[src/rtl/bsl_pkg.sv]
// Package for the brightest spot locator: payload types, register indexes, reset values.
package bsl_pkg;

  localparam int unsigned LEVEL_W  = 8;
  localparam int unsigned SPOT_W   = 10;
  localparam int unsigned FWIDTH_W = 11;
  localparam int unsigned CFG_IDX_W = 1;

  localparam logic [CFG_IDX_W-1:0] REG_THRESHOLD   = 1'd0;
  localparam logic [CFG_IDX_W-1:0] REG_FRAME_WIDTH = 1'd1;

  localparam logic [LEVEL_W-1:0]  RESET_THRESHOLD   = 8'd235;
  localparam logic [FWIDTH_W-1:0] RESET_FRAME_WIDTH = 11'd640;

  typedef struct packed {
    logic [LEVEL_W-1:0] intensity;
    logic               frame_end;
  } pixel_t;

  typedef struct packed {
    logic [SPOT_W-1:0]  spot_x;
    logic [SPOT_W-1:0]  spot_y;
    logic [LEVEL_W-1:0] peak;
    logic               found;
  } result_t;

endpackage

[src/rtl/brightest_spot_locator_top.sv]
// Brightest spot locator: tracks the brightest above-threshold pixel of each frame.
// A frame's result is registered in res when its last pixel is taken, or in skid if stalled.
// Throughput: one pixel per cycle while not stalled; compare-and-update is one registered pass.
// A two-entry result buffer (output register plus skid) keeps pixels flowing while a
// result waits; pix_stall rises only when both entries hold results.
// Reset (synchronous, active high) clears frame state and results; threshold 235, width 640.
module brightest_spot_locator_top
  import bsl_pkg::*;
#(
  parameter int unsigned MAX_WIDTH  = 1024,
  parameter int unsigned MAX_HEIGHT = 1024
) (
  input  logic                 clk,
  input  logic                 rst,
  input  logic                 pix_valid,
  output logic                 pix_stall,
  input  pixel_t               pix,
  output logic                 res_valid,
  input  logic                 res_stall,
  output result_t              res,
  input  logic                 cfg_valid,
  output logic                 cfg_ready,
  input  logic [CFG_IDX_W-1:0] cfg_index,
  input  logic [FWIDTH_W-1:0]  cfg_data
);

  localparam int unsigned CW = $clog2(MAX_WIDTH);
  localparam int unsigned RW = $clog2(MAX_HEIGHT);
  localparam int unsigned LW = (CW + 1 > FWIDTH_W) ? CW + 1 : FWIDTH_W;

  logic [LEVEL_W-1:0]  threshold;
  logic [FWIDTH_W-1:0] frame_width;

  logic [LEVEL_W-1:0] best_level, best_level_next;
  logic [CW-1:0]      best_col, best_col_next;
  logic [RW-1:0]      best_row, best_row_next;
  logic [CW-1:0]      col_count;
  logic [RW-1:0]      row_count;

  result_t res_next;
  result_t skid;
  logic    skid_valid;

  logic              pix_take;
  logic              qualify;
  logic [LW-1:0]     fw_ext;
  logic [LW-1:0]     eff_width;
  logic [LW-1:0]     col_inc;
  logic [SPOT_W+CW-1:0] col_ext;
  logic [SPOT_W+RW-1:0] row_ext;
  logic              res_free;

  assign cfg_ready = 1'b1;
  assign pix_stall = skid_valid;
  assign pix_take  = pix_valid && !pix_stall;

  always_ff @(posedge clk) begin
    if (rst) begin
      threshold   <= RESET_THRESHOLD;
      frame_width <= RESET_FRAME_WIDTH;
    end else if (cfg_valid && cfg_ready) begin
      case (cfg_index)
        REG_THRESHOLD:   threshold   <= cfg_data[LEVEL_W-1:0];
        REG_FRAME_WIDTH: frame_width <= cfg_data;
        default: ;
      endcase
    end
  end

  always_comb begin
    fw_ext = LW'(frame_width);
    if (fw_ext == '0 || fw_ext > LW'(MAX_WIDTH)) begin
      eff_width = LW'(MAX_WIDTH);
    end else begin
      eff_width = fw_ext;
    end
    col_inc = LW'(col_count) + LW'(1);

    qualify = (pix.intensity > threshold) && (pix.intensity > best_level);
    if (qualify) begin
      best_level_next = pix.intensity;
      best_col_next   = col_count;
      best_row_next   = row_count;
    end else begin
      best_level_next = best_level;
      best_col_next   = best_col;
      best_row_next   = best_row;
    end

    // best position stays zero until a pixel qualifies, so no masking needed
    col_ext = {{SPOT_W{1'b0}}, best_col_next};
    row_ext = {{SPOT_W{1'b0}}, best_row_next};
    res_next.spot_x = col_ext[SPOT_W-1:0];
    res_next.spot_y = row_ext[SPOT_W-1:0];
    res_next.peak   = best_level_next;
    res_next.found  = (best_level_next != '0);
  end

  always_ff @(posedge clk) begin
    if (rst) begin
      best_level <= '0;
      best_col   <= '0;
      best_row   <= '0;
      col_count  <= '0;
      row_count  <= '0;
    end else if (pix_take) begin
      if (pix.frame_end) begin
        best_level <= '0;
        best_col   <= '0;
        best_row   <= '0;
        col_count  <= '0;
        row_count  <= '0;
      end else begin
        best_level <= best_level_next;
        best_col   <= best_col_next;
        best_row   <= best_row_next;
        if (col_inc >= eff_width) begin
          col_count <= '0;
          if (row_count < RW'(MAX_HEIGHT - 1)) begin
            row_count <= row_count + RW'(1);
          end
        end else begin
          col_count <= col_inc[CW-1:0];
        end
      end
    end
  end

  assign res_free = !res_valid || !res_stall;

  always_ff @(posedge clk) begin
    if (rst) begin
      res_valid  <= 1'b0;
      skid_valid <= 1'b0;
    end else if (res_free) begin
      if (skid_valid) begin
        res_valid  <= 1'b1;
        skid_valid <= 1'b0;
      end else begin
        res_valid <= pix_take && pix.frame_end;
      end
    end else if (pix_take && pix.frame_end) begin
      skid_valid <= 1'b1;
    end
  end

  always_ff @(posedge clk) begin
    if (res_free) begin
      if (skid_valid) begin
        res <= skid;
      end else if (pix_take && pix.frame_end) begin
        res <= res_next;
      end
    end else if (pix_take && pix.frame_end) begin
      skid <= res_next;
    end
  end

endmodule

[config.mk]
export PLATFORM = sky130hd
export DESIGN_NAME = brightest_spot_locator_top
export DESIGN_NICKNAME = d
export VERILOG_FILES = /design/src/rtl/bsl_pkg.sv /design/src/rtl/brightest_spot_locator_top.sv
export SDC_FILE = /design/constraint.sdc
export NUM_CORES = 1
export LEC_CHECK = 0
export ABC_AREA = 1
export BUFFER_PORTS_ARGS = -buffer_cell sky130_fd_sc_hd__buf_2
export CAP_MARGIN = 20
export CORE_MARGIN = 8
export CORE_UTILIZATION = 25
export DETAILED_ROUTE_END_ITERATION = 8
export GPL_TIMING_DRIVEN = 0
export PLACE_DENSITY = 0.42
export SYNTH_ARGS = -nofsm -noshare
export SYNTH_HDL_FRONTEND = slang
export SYNTH_SLANG_ARGS = --single-unit
[constraint.sdc]
create_clock -name clk -period 4.3 [get_ports clk]
set_input_delay 0.215 -clock clk [delete_from_list [all_inputs] [get_ports clk]]
set_output_delay 0.215 -clock clk [all_outputs]
set_load 0.01 [all_outputs]
==> flow_summary.toml, run 1 <==
[timing]
drv_slew = 0
finalCritPeriodShare = 0.741
hold_violations = 0
tightest_slew_ps = 850
rsz0062_at_grt = "false"
fmax_ghz = 0.314
period_minus_slack_ps = 3190
relSlewSlack = 0.430
finalHoldWorstSlack_ps = 22.9
skew_ps = 11.3
setup_viol = 0
setup_tns_ps = 0

[hold_path]
min_from = "cfg_data[7]"
holdPathStages = 3
hold_class = "input pin to flip-flop"
whs_endpoint = "frame_width[7]$_SDFFE_PP1P_"

[global_route]
gr-usage-met3 = 0.0218
grt_pass1_vias = 4725
grt_pass1_wl_um = 25200
grtUsageMet1 = 0.139
antenna_found_initial = 0
grt_max_degree = 30
grt_usage = 0.104
grt_util_met2 = 0.162
top_usage_layer = "met2"
grt_overflow = 0

[synthesis]
ys_async_sr_fraction = 0
synth-edff-count = 58
synth.largest_area_cell = "edfxtp_1"
ys_ff_latch = 127
synth.top_cell.area_share = 0.280
synthTopCellsByArea = "edfxtp_1, dfxtp_1, nand2_1, ha_1, a21oi_1"
synth.yosys.seq_area_share = 0.503
syn_inst = 738
yosys_most_used_dff = "dfxtp_1"
synthesis.nets = 793
synth.distinct_cells = 37
syn_area_per_cell_um2 = 8.42
netlist_area_mm2 = 0.00621
synth_warnings = 0

[clock_network]
path_clk_slew_ps = 60
cts_buffer_depth = 2
cts_root_buf = "clkbuf_16"
post_cts_resized = 0
ctsHoldBuffers = 1
clk_latency_ps = 420
numCtsBuffers = 17
htreeDepth = 4
clock-sinks = 127
cts_tree = "yes"
cts_setup_buffers = 0

[worst_setup_path]
r2r_cells = 14
worstPathArrival_ps = 3530
r2r-end = "col_count[2]$_SDFFE_PP0P_"
path_class = "flip-flop to flip-flop"
start_kind = "flip-flop"
r2r_slack_ps = 1110
cp.required_ps = 4640
crit_path_max_fanout = 10
rr_startpoint = "col_count[0]$_SDFFE_PP0P_"
crit_path_end_kind = "flip-flop"

[drt]
ant_nets = 0
vias_per_cell = 4.19
drt_iter0_markers = 174
num_vias = 4828
first_pass_iters = 4
post-route-drc-count = 0
drt-total-wl_um = 15500
routedWlPerCell_um = 13.5

[floorplanning]
die_h_um = 174
core_area_mm2 = 0.0244
die_w_um = 174
rows = 57
initial_core_util = 0.255
dieArea_mm2 = 0.0301
num_io_pins = 58

[layout]
fin_nets = 870
n_antenna_cell = 0
drive_above_1_share = 0.185
area_growth_pct = 22.0

[power]
p_leak_nw = 3.13
power.density_mw_per_mm2 = 417
ir_worst_vdd_uv = 210

[job]
maxCapViolations = 0

[status]
outcome = "finished, final reports clean"

[placed_design]
place_hpwl_um = 11900
place.gp.congestion = 0.731
portBuffers = 54
## cells in the final DEF (no fill, tap or decap), drive strengths merged, types with 7 or more instances in the layout
| master | count |
|---|---|
| ha | 29 |
| buf | 70 |
| clkbuf | 34 |
| nand2 | 251 |
| edfxtp | 58 |
| o21ai | 48 |
| nor2 | 50 |
| dfxtp | 69 |
| nand4 | 17 |
| nand3 | 15 |
| xor2 | 7 |
| a21oi | 67 |
| inv | 79 |
## metal layers
metal | share of wire | vias to the layer above
li1 | - | 2586
met1 | 0.52 | 2162
met2 | 0.44 | 67
met3 | 0.032 | 13
met4 | 0.014 | 0
met5 | 0 | -
## Yosys cell counts, types with 2 or more instances
| master | instances |
|---|---|
| nand2_4 | 6 |
| nand2_2 | 11 |
| xor2_1 | 7 |
| o21ai_0 | 31 |
| nor3_1 | 3 |
| inv_2 | 5 |
| nand3_1 | 14 |
| nor2_1 | 43 |
| o21ai_2 | 16 |
| nor3_2 | 2 |
| ha_1 | 29 |
| o211ai_1 | 5 |
| inv_1 | 66 |
| a21oi_1 | 67 |
| dfxtp_1 | 69 |
| buf_2 | 5 |
| o21a_1 | 3 |
| nor4_1 | 2 |
| edfxtp_1 | 58 |
| nand4_1 | 17 |
| buf_4 | 4 |
| nand2_1 | 234 |
| buf_6 | 2 |
| a31oi_1 | 4 |
| nor2_2 | 7 |
| clkbuf_1 | 17 |
## through the flow
| step | area, um^2 | power (mW) | util | worst slack, ps | instances |
|---|---|---|---|---|---|
| 6_report | 7580 | 3.16 | 0.311 | 1110 | 1152 |
| 5_1_grt | 7580 | 3.28 | 0.311 | 709 | 1152 |
| 4_1_cts | 7580 | 3.20 | 0.311 | 1060 | 1152 |
| 3_5_place_dp | 6950 | 1.67 | 0.285 | 1080 | 1119 |
| 3_3_place_gp | 6890 | 1.66 | 0.282 | -493 | 1116 |
| 2_1_floorplan | 6210 | 1.56 | - | 892 | 738 |
## registers in the layout, indices dropped and copies added (netlist names)
signal / cells
best_col: 10
best_level: 8
best_row: 10
col_count: 10
frame_width: 11
pix_stall: 1
res: 29
res_valid: 1
row_count: 10
skid: 29
threshold: 8
## report_power, final
part	internal [mW]	switching [mW]
Combinational	0.105	0.207
Clock	0.931	0.594
Sequential	1.31	0.0198
Total	2.34	0.821
## worst max path at each step
stage | start | to | slack [ps] | depth (start not counted)
2_1_floorplan | pix_stall$_SDFFE_PP0P_ | skid[0]$_DFFE_PP_ | 890 | 5
3_3_place_gp | pix_stall$_SDFFE_PP0P_ | skid[5]$_DFFE_PP_ | -490 | 5
3_5_place_dp | col_count[0]$_SDFFE_PP0P_ | col_count[0]$_SDFFE_PP0P_ | 1080 | 14
4_1_cts | col_count[0]$_SDFFE_PP0P_ | col_count[1]$_SDFFE_PP0P_ | 1060 | 14
5_1_grt | col_count[0]$_SDFFE_PP0P_ | col_count[3]$_SDFFE_PP0P_ | 710 | 14
6_report | col_count[0]$_SDFFE_PP0P_ | col_count[2]$_SDFFE_PP0P_ | 1110 | 14
## worst max-delay path: stages, from the launching register on
cell and delay (ps):
dfxtp_1 490, ha_1 230, nand3_1 120, inv_1 100, nand4_1 120, nor2_1 150
xor2_1 230, ha_1 300, a21oi_1 140, o21a_1 140, nand3_1 70, nand3b_1 330
nor2_2 450, nand2_1 100, a21oi_1 140
## cell families (layout without fill, tap and decap cells)
logic type / after synthesis / after routing / share of synthesized area
simple gates: 341 / 341 / 0.236
compound gates: 130 / 130 / 0.121
flops: 127 / 127 / 0.503
buf+inv: 103 / 193 / 0.0711
fa+ha+maj: 29 / 29 / 0.0584
xor+xnor: 7 / 7 / 0.00987
other cells: 1 / 1 / 0.000604
## area by class of cell
class	instances	area (um^2)
tap	324	405
multi-input combinational	508	2660
timing repair buffer	58	323
clock inverter	15	198
sequential	127	3120
fill	2650	16800
inverter	73	277
clock buffer	17	425
buffer	30	165
Power figures use the tool's default switching activity.
==> inputs of run 2 (changes only) <==
- ABC_AREA: 1 -> 0
- PLACE_DENSITY: 0.42 -> 0.44
- clock period: 4.3 -> 2.9 ns (I/O delays scaled with it)
==> flow_summary.toml, run 2 <==
[power]
netSwitchingFraction = 0.241
switchingPower_mw = 1.10
seqPwrFrac = 0.421
power_frac_comb = 0.095
power.density_mw_per_mm2 = 565
p_leak_nw = 2.95
ir_worst_vdd_uv = 332
clkPwrFrac = 0.484
total_power_mw = 4.59
p_int_mw = 3.49

[layout]
drive_above_1_share = 0.278
area_growth_pct = 26.1
stdcell_count = 1057
fin_area_mm2 = 0.00813
final_util = 0.322
reg.largest.list = "res (29), skid (29), frame_width (11)"
mostFrequentLayoutCell = "nand2_1"
fin_nets = 769
n_antenna_cell = 0
fillerInstances = 2644
final_cell_mix = "nand2_1, dfxtp_1, edfxtp_1"

[drt]
routedWlPerCell_um = 16.8
top_layer = "met4"
vias_per_cell = 4.65
met2WireLength_um = 7650
ant_nets = 0
first_pass_iters = 4
routedLengthMet1_um = 9330
dr_wl_met3_um = 572
post-route-drc-count = 0
drt_iter0_markers = 219
drt-total-wl_um = 17800
num_vias = 4914

[synthesis]
synthesis.nets = 673
syn_area_per_cell_um2 = 10.4
synth-edff-count = 58
synth_warnings = 0
synthTopCellsByArea = "edfxtp_1, dfxtp_1, mux2_2, ha_1, nand2_1"
synth.distinct_cells = 49
yosys_most_used_dff = "dfxtp_1"
syn_inst = 618
ys_async_sr_fraction = 0
synth.largest_area_cell = "edfxtp_1"
synth.top_cell.area_share = 0.270
yosysMostFrequentCell = "nand2_1"
ys_ff_latch = 127
synth.yosys.seq_area_share = 0.485
netlist_area_mm2 = 0.00644
synthTopCellsByCount = "nand2_1, dfxtp_1, edfxtp_1"

[worst_setup_path]
rr_startpoint = "col_count[3]$_SDFFE_PP0P_"
path_class = "flip-flop to flip-flop"
crit_family = "compound AO/OA/AOI/OAI gates"
worstPathArrival_ps = 3100
path_buf_inv = 1
crit_path_end_kind = "flip-flop"
crit_start = "col_count[3]$_SDFFE_PP0P_"
cp_common_cell = "nand2_2"
r2r_slack_ps = 60
cp.required_ps = 3170
crit_path_max_fanout = 7
r2r-end = "row_count[6]$_SDFFE_PP0P_"
path_cells = "and4_4 > nand2_2 > or3_4 > nand2_2 > ha_1 > a211oi_2 > nor2_2 > a2111oi_4 > a21oi_4 > buf_6 > a31oi_1 > a211oi_1"
start_kind = "flip-flop"
r2r_cells = 12
cpPeakStageDelay_ps = 410
cp_slowest_cell = "a2111oi_4"

[global_route]
grt_usage = 0.115
grt_pass1_wl_um = 28000
grt_overflow = 0
grt_pass1_vias = 4949
antenna_found_initial = 0
grt_max_degree = 30

[clock_network]
path_clk_slew_ps = 60
cts_buffer_depth = 2
clock-sinks = 127
htreeDepth = 4
cts_root_buf = "clkbuf_16"
numCtsBuffers = 17
cts_tree = "yes"
clk_latency_ps = 420

[timing]
hold_violations = 0
skew_ps = 9.19
fmax_ghz = 0.352
drv_slew = 0
finalHoldWorstSlack_ps = 18.3
tightest_slew_ps = 866
setup_tns_ps = 0
finalCritPeriodShare = 0.978
relSlewSlack = 0.421
period_minus_slack_ps = 2840
fin_ws_ps = 62.9
setup_viol = 0

[floorplanning]
dieArea_mm2 = 0.0312
core_area_mm2 = 0.0253
initial_core_util = 0.255
num_io_pins = 58
rows = 58
die_h_um = 177
die_w_um = 177

[status]
outcome = "finished, final reports clean"

[placed_design]
place.gp.congestion = 0.790
place_hpwl_um = 12600
dp_slack_ps = -497
place_area_mm2 = 0.00717
portBuffers = 55
dp_cells = 1004

[hold_path]
min_from = "cfg_data[4]"
hold_class = "input pin to flip-flop"
whs_endpoint = "threshold[4]$_SDFFE_PP0P_"
holdPathStages = 3

[job]
maxCapViolations = 0
## run 2: changes by cell type after synthesis, moves of 11 or more
cell / previous run / this run
a21oi_1: 67 / 35
nand2_2: 11 / 0
a31oi_1: 4 / 31
nand3b_1: 1 / 25
o21ai_0: 31 / 8
inv_1: 66 / 19
nand2b_1: 0 / 18
nor2_1: 43 / 20
clkbuf_1: 17 / 33
o21ai_2: 16 / 1
or4b_1: 0 / 24
nand2_1: 234 / 86
mux2_2: 0 / 57
## run 2: cell type report
| cell class | instances | area, um^2 | share of cell area |
|---|---|---|---|
| Buffer | 41 | 203 | 0.0249 |
| Clock buffer | 25 | 549 | 0.0676 |
| Clock inverter | 7 | 68.8 | 0.00847 |
| Inverter | 19 | 71.3 | 0.00878 |
| Multi-Input combinational cell | 429 | 3180 | 0.391 |
| Sequential cell | 127 | 3150 | 0.387 |
| Tap cell | 330 | 413 | 0.0508 |
| Timing Repair Buffer | 79 | 497 | 0.0611 |
## run 2: what timing repair did
action                     CTS  global route
hold buffers                10             0
hold endpoints to repair    15             0
pin swaps                    2             6
gates resized for setup      9            36
setup buffers                3            10
setup endpoints to repair   20            51
## run 2: how the worst max path moves through the flow
| stage | depth (start not counted) | slack [ps] | endpoint |
|---|---|---|---|
| 2_1_floorplan | 13 | 90 | row_count[8]$_SDFFE_PP0P_ |
| 3_3_place_gp | 5 | -1390 | res[15]$_DFFE_PP_ |
| 3_5_place_dp | 13 | -500 | row_count[3]$_SDFFE_PP0P_ |
| 4_1_cts | 12 | 20 | row_count[3]$_SDFFE_PP0P_ |
| 5_1_grt | 12 | -80 | col_count[8]$_SDFFE_PP0P_ |
| 6_report | 12 | 60 | row_count[6]$_SDFFE_PP0P_ |
## run 2: worst reg2reg max path: stages (launching register included)
cell       delay [ps]
dfxtp_4           360
and4_4            220
nand2_2            80
or3_4             380
nand2_2            80
ha_1              260
a211oi_2          260
nor2_2             80
a2111oi_4         410
a21oi_4           140
buf_6             160
a31oi_1           170
a211oi_1           70
## run 2: cell families (layout without fill, tap and decap cells)
group	count (synthesis)	after routing	synth area share
fa+ha+maj	29	29	0.0563
compound gates	109	109	0.111
buf+inv	62	171	0.0418
flops	127	127	0.485
simple gates	226	226	0.197
mux	58	58	0.101
xor+xnor	6	6	0.00816
other cells	1	1	0.000582
## run 2: layer usage
layer  track usage  vias up
met5             0        -
met4        0.0382        0
met3        0.0248       17
met2         0.170       68
met1         0.162     2343
li1              -     2486
## run 2: power groups by stage
| stage | clock network [mW] | logic, mW | registers (mW) |
|---|---|---|---|
| floorplan | 0 | 0.253 | 1.98 |
| global placement | 0 | 0.409 | 1.98 |
| detailed placement | 0 | 0.415 | 1.98 |
| CTS | 2.27 | 0.432 | 1.94 |
| global route | 2.34 | 0.487 | 1.94 |
| finish | 2.22 | 0.438 | 1.93 |
==> inputs of run 3 (changes only) <==
- BUFFER_PORTS_ARGS: -buffer_cell sky130_fd_sc_hd__buf_2 -> -buffer_cell sky130_fd_sc_hd__clkbuf_2
==> flow_summary.toml, run 3 (synthesis gave the netlist of run 2 again) <==
[status]
outcome = "finished, final reports clean"

[worst_setup_path]
crit_start = "col_count[3]$_SDFFE_PP0P_"
path_cells = "and4_4 > and4_4 > nand3_2 > xnor2_4 > ha_4 > o21ai_2 > nor2_2 > a2111oi_4 > a21oi_4 > buf_6 > o21a_1 > o32ai_2"
crit_path_max_fanout = 8
cp.depth = 12
endpoint = "row_count[1]$_SDFFE_PP0P_"
crit_path_end_kind = "flip-flop"
cpPeakStageDelay_ps = 380
r2r_cells = 12
path_class = "flip-flop to flip-flop"
cp.required_ps = 3240
rr_startpoint = "col_count[3]$_SDFFE_PP0P_"
cp_common_cell = "and4_4"
worstPathArrival_ps = 3120
start_kind = "flip-flop"
cp_slowest_cell = "a2111oi_4"
r2r_slack_ps = 110
path_buf_inv = 1
crit_family = "compound AO/OA/AOI/OAI gates"
r2r-end = "row_count[1]$_SDFFE_PP0P_"

[timing]
fin_ws_ps = 115
relSlewSlack = 0.433
skew_ps = 14.5
period_minus_slack_ps = 2790
hold_violations = 0
setup_viol = 0
tightest_slew_ps = 848
fmax_ghz = 0.359
drv_slew = 0
finalCritPeriodShare = 0.960

[global_route]
grt_pass1_wl_um = 28200
antenna_found_initial = 0
grt_max_degree = 30
grt_usage = 0.115
grt_overflow = 0
grt_pass1_vias = 4990

[drt]
routedWlPerCell_um = 16.5
num_vias = 4949
drt_iter0_markers = 222
vias_per_cell = 4.67
drt-total-wl_um = 17500
ant_nets = 0
first_pass_iters = 5
post-route-drc-count = 0

[clock_network]
path_clk_slew_ps = 60
cts_buffer_depth = 2
cts_root_buf = "clkbuf_16"
numCtsBuffers = 17
cts_tree = "yes"
clk_latency_ps = 430
clock-sinks = 127
htreeDepth = 4

[hold_path]
hold_class = "input pin to flip-flop"
min_from = "res_stall"

[placed_design]
portBuffers = 55
place.gp.congestion = 0.801
dp_cells = 1004
place_hpwl_um = 12600
dp_slack_ps = -494

[power]
total_power_mw = 4.57
ir_worst_vdd_uv = 321
clkPwrFrac = 0.481
p_int_mw = 3.47
netSwitchingFraction = 0.240
power_frac_comb = 0.096
p_leak_nw = 2.96
seqPwrFrac = 0.423
switchingPower_mw = 1.10
power.density_mw_per_mm2 = 559

[floorplanning]
dieArea_mm2 = 0.0312
initial_core_util = 0.255
die_h_um = 177
core_area_mm2 = 0.0253
rows = 58
num_io_pins = 58
die_w_um = 177

[layout]
stdcell_count = 1060
final_cell_mix = "nand2_1, dfxtp_1, edfxtp_1"
fin_nets = 772
drive_above_1_share = 0.273
mostFrequentLayoutCell = "nand2_1"
area_growth_pct = 26.7
reg.largest.list = "res (29), skid (29), frame_width (11)"
n_antenna_cell = 0

[job]
maxCapViolations = 0
[run 3: per-stage QoR]
step	hold WS [ps]	cell area [um^2]	setup TNS [ps]	util
after floorplan	263	6440	0	-
after global placement	372	7130	-75430	0.282
after detailed placement	382	7170	-5810	0.284
after CTS	24.8	7940	0	0.314
after global routing	73.1	8160	-52.3	0.323
final	39.7	8160	0	0.323
[run 3: tightest hold or removal path, cell delays in order]
cell	delay, ps
clkbuf_2	120
nand2_1	90
nor3_1	50
[run 3: what timing repair did]
item	4_1_cts	5_1_grt
hold endpoints to repair	15	0
setup buffers	3	11
gates resized for setup	10	35
endpoints found under the setup margin	19	47
hold buffers	11	0
pin swaps	2	9
[run 3: area by class of cell]
type                    instances  area [um^2]
flip-flops and latches        127         3150
repair buffers                 81          514
plain buffers                  42          203
fillers                      2618        17100
clock inverters                 6         67.6
multi-input cells             429         3210
inverters                      19         71.3
well taps                     330          413
clock buffers                  26          543
[run 3: worst min path at each step]
stage	end	slack, ps	depth (start not counted)
final	pix_stall$_SDFFE_PP0P_	40	3
after global placement	frame_width[9]$_SDFFE_PP1P_	370	3
after floorplan	threshold[1]$_SDFFE_PP1P_	260	1
after global routing	pix_stall$_SDFFE_PP0P_	70	3
after CTS	pix_stall$_SDFFE_PP0P_	20	3
after detailed placement	frame_width[8]$_SDFFE_PP0P_	380	3
[run 3: power groups by stage]
stage	clock network [mW]	registers, mW	logic [mW]
3_3_place_gp	0	1.98	0.408
4_1_cts	2.24	1.94	0.433
3_5_place_dp	0	1.98	0.414
5_1_grt	2.32	1.94	0.489
2_1_floorplan	0	1.98	0.253
6_report	2.20	1.93	0.438
[run 3: routing by layer]
metal,vias to the layer above,GRT usage,routed length (um)
met5,-,0,0
met4,0,0.0350,256
met3,16,0.0291,703
met2,98,0.170,7410
met1,2346,0.160,9130
li1,2489,-,-
